==> src/hw/rtl/sba_ram.sv <==
// ----------------------------------------------------------------------------
// sba_ram
// Generic simple dual-port RAM: one write port, one read port, registered
// read data.
// ----------------------------------------------------------------------------
module sba_ram #(
  parameter int WIDTH = 32,
  parameter int DEPTH = 16
) (
  input  logic                     clk_i,
  input  logic                     we_i,
  input  logic [$clog2(DEPTH)-1:0] waddr_i,
  input  logic [WIDTH-1:0]         wdata_i,
  input  logic [$clog2(DEPTH)-1:0] raddr_i,
  output logic [WIDTH-1:0]         rdata_o
);

  logic [WIDTH-1:0] mem_q [DEPTH];

  // Write port
  always_ff @(posedge clk_i) begin
    if (we_i) begin
      mem_q[waddr_i] <= wdata_i;
    end
  end

  // Registered read port
  always_ff @(posedge clk_i) begin
    rdata_o <= mem_q[raddr_i];
  end

endmodule

==> config.mk <==
export PLATFORM = sky130hd
export DESIGN_NAME = sba_ram
export DESIGN_NICKNAME = d
export VERILOG_FILES = /design/src/hw/rtl/sba_ram.sv
export SDC_FILE = /design/constraint.sdc
export NUM_CORES = 1
export LEC_CHECK = 0
export BUFFER_PORTS_ARGS = -buffer_cell sky130_fd_sc_hd__buf_2
export CAP_MARGIN = 15
export CELL_PAD_IN_SITES_DETAIL_PLACEMENT = 0
export CELL_PAD_IN_SITES_GLOBAL_PLACEMENT = 1
export CORE_ASPECT_RATIO = 0.9
export CORE_UTILIZATION = 30
export DETAILED_ROUTE_END_ITERATION = 16
export GPL_TIMING_DRIVEN = 1
export PLACE_DENSITY = 0.53
export SYNTH_ARGS = -nofsm -noshare
export SYNTH_HDL_FRONTEND = slang
export SYNTH_SLANG_ARGS = --single-unit
==> constraint.sdc <==
create_clock -name clk_i -period 4.7 [get_ports clk_i]
set_clock_uncertainty 0.2 [all_clocks]
set_input_delay 0.47 -clock clk_i [delete_from_list [all_inputs] [get_ports clk_i]]
set_output_delay 0.47 -clock clk_i [all_outputs]
set_load 0.005 [all_outputs]
==> summary.md <==
| Metric | Value |
|---|---|
| Final Cycle Share | between 40% and 50% |
| CTS tree | done |
| Largest net degree at the start of global routing | 60 |
| 1st-pass router iterations | 4 |
| Post-route insts no fill | between 1.5k and 2k |
| Synthesized instance count | ~840 |
| Final setup vio count | 0 |
| Final hold viol count | 0 |
| Die area | approximately 67,000 sq um |
| Max Cap Viol | 0 |
| Clk Latency, worst-skew pair | between 0.5 and 0.6 ns |
| Initial Util | 30.32% |
| Layout Area Growth over Synthesis | 16.78% |
| Row count | 89 |
| Bufs and invs on worst path | 2 |
| Initial antenna violation count | 1 |
| CTS Hold Bufs | 0 |
| Max Fanout on Critical Path | 22 |
| Crit-path leading delay family | simple AND/OR/NAND/NOR gates |
| Worst-margin pin slew | ~1.1 ns |
| Yosys cell types | 18 |
| Die Y | 246.1 um |
| Run status | finished, final reports clean |
| I/O Buffers | 73 |
| GRT Overall Usage | between 10% and 20% |
| Setup crit end kind | register |
| Slowest cell on the critical path | nor2_4 |
| Min cycle time layout | between 2 and 2.5 ns |
| CTS Buf Count | 54 |
| Final net count | around 1,000 |
| Startpoint Class | primary input |
| Crit-path cells | buf_2, nand3b_1, nor2_4, buf_4 |
| DRT Wirelength | around 44,000 um |
| Core Region | 65,480 sq um |
| RD Place Congestion | 0.6762 |
| Remaining Overflow, GRT | 0 |
| Die span in x | around 270 um |
| CTS root buffer | clkbuf_16 |
| Leak | 7.313 nW |
| Worst Path Class, Setup | in2reg |
| Post-DP HPWL | approximately 25,000 um |
| # Post-CTS Setup Buffers | 0 |
| Avg Synthesized Cell Area | between 20 and 25 sq um |
| Vias in the first global route | about 9.6k |
| Max Fclk | 443.2 MHz |
| # IOs | 74 |
| Cell count after placement | between 1.5k and 2k |
| Drc violations | 0 |
| Seq cells post-synth | between 500 and 600 |
| Max stage delay on crit path | 0.96 ns |
| CTS resizes | 0 |
| Crit path required time | roughly 4.8 ns |
| Power density over the cells | 433.1 nW/um^2 |
| Setup tns final | 0 ns |
| Mapped Area | 19,850 sq um |
| RSZ-0062 raised after global routing | no |
| Max-slew violations | 0 |
| Final Power | around 10 mW |
| Clock Sink Count | approximately 540 |
| First-pass GRT wire length | about 66,000 um |
| Post-synthesis sequential area ratio | between 80% and 90% |
| Max Root-Sink Buffers | 3 |
| Worst hold path class | in2reg |
| Layout cells sized above 1 | about a third |
| Net count after synthesis | between 800 and 900 |
| Initial drt markers | about 600 |
| # H-tree levels | 2 |
| Wire length per cell | between 20 and 25 um |
| Vias | 8,815 |
| Worst VDD drop | approximately 0.26 mV |
| Via-to-Cell Ratio | 4.732 |
| Yosys Warn Count | 0 |
| Post-DRT Antenna Nets | 0 |
| CP arrival | about 2.3 ns |
| R2R Setup Slk | between 3 and 4 ns |
| CTS clk-pin slew, worst paths | 0.06 ns |
| Slew HR | a little over a quarter |
[report_power, final]
| group | total (mW) | leakage (nW) | internal (mW) | switching [mW] |
|---|---|---|---|---|
| combinational | 0.474 | 1.60 | 0.196 | 0.278 |
| sequential | 5.46 | 4.89 | 5.42 | 0.0327 |
| clock | 4.11 | 0.814 | 2.37 | 1.74 |
[sequential cells by signal, indices dropped and copies added (netlist names)]
name	cells
mem_q	512
rdata_o	32
[layout by cell type (no fill, tap or decap)]
master,instances
a22oi_1,64
and2_2,1
buf_12,4
buf_2,71
buf_4,28
bufinv_16,2
clkbuf_1,21
clkbuf_16,57
clkbuf_8,4
clkinv_1,11
clkinv_2,4
dfxtp_1,32
diode_2,1
edfxtp_1,512
inv_6,1
mux4_2,128
nand2_1,33
nand2b_1,2
nand3_1,1
nand3b_1,2
nor2_4,13
nor2b_4,2
nor3_2,4
or3b_2,1
[cells in the mapped netlist]
| master | instances | share of area [%] |
|---|---|---|
| edfxtp_1 | 512 | 77 |
| mux4_2 | 128 | 15 |
| a22oi_1 | 64 | 2.4 |
| nand2_1 | 33 | 0.62 |
| dfxtp_1 | 32 | 3.2 |
| clkbuf_1 | 17 | 0.32 |
| nor2_1 | 13 | 0.25 |
| buf_4 | 11 | 0.42 |
| buf_1 | 9 | 0.17 |
| buf_2 | 4 | 0.10 |
| nor3_1 | 4 | 0.10 |
| buf_6 | 2 | 0.11 |
| nand2b_1 | 2 | 0.063 |
| nand3b_1 | 2 | 0.076 |
| nor2b_1 | 2 | 0.063 |
| and2_1 | 1 | 0.032 |
| nand3_1 | 1 | 0.025 |
| or3b_2 | 1 | 0.044 |
[through the flow]
step / utilization (%) / instance area (sq um) / hold WS (ns) / setup WS, ns
2_1_floorplan: - / 19850 / 0.3689 / 0.8504
6_report: 35.41 / 23180 / 0.04778 / 2.444
4_1_cts: 35.40 / 23180 / 0.007724 / 2.442
3_3_place_gp: 32.75 / 21450 / 0.4546 / 1.848
3_5_place_dp: 32.84 / 21510 / 0.4612 / 1.810
5_1_grt: 35.40 / 23180 / 0.03858 / 2.385
[logic make-up after synthesis]
logic type / after synthesis / share of synthesized area, %
compound gates: 64 / 2.420
buf+inv: 43 / 1.122
flops: 544 / 80.67
mux: 128 / 14.52
simple gates: 59 / 1.273
[layer usage]
layer | part of all wire [%] | up-vias | global-route usage, %
met5 | 0.030 | - | 0
met4 | 1.6 | 2 | 3.385
met3 | 3.7 | 56 | 2.359
met2 | 45 | 156 | 20.31
met1 | 49 | 4783 | 19.89
li1 | - | 3818 | -
[layout make-up]
| type | instances | area [sq um] |
|---|---|---|
| antenna | 1 | 2.502 |
| multi-input combinational | 251 | 3750 |
| timing repair buffer | 104 | 659.4 |
| clock buffer | 81 | 1546 |
| sequential | 544 | 16020 |
| clock inverter | 18 | 130.1 |
| fill | 6049 | 42290 |
| tap | 864 | 1081 |
[worst paths after layout]
| check | cells past startpoint | endpoint | start |
|---|---|---|---|
| worst min register to register | 3 | rdata_o[7]$_DFF_P_ | mem_q[14][7]$_DFFE_PP_ |
| worst max register to register | 3 | rdata_o[6]$_DFF_P_ | mem_q[3][6]$_DFFE_PP_ |
| worst max-delay path | 4 | mem_q[10][1]$_DFFE_PP_ | waddr_i[2] |
| worst min-delay path | 1 | mem_q[14][19]$_DFFE_PP_ | wdata_i[19] |
[worst reg2reg max path: stages, from the launching register on]
cell and delay, ns:
edfxtp_1 0.36, mux4_2 0.48, a22oi_1 0.38, nand2_1 0.13
Power figures use the tool's default switching activity.
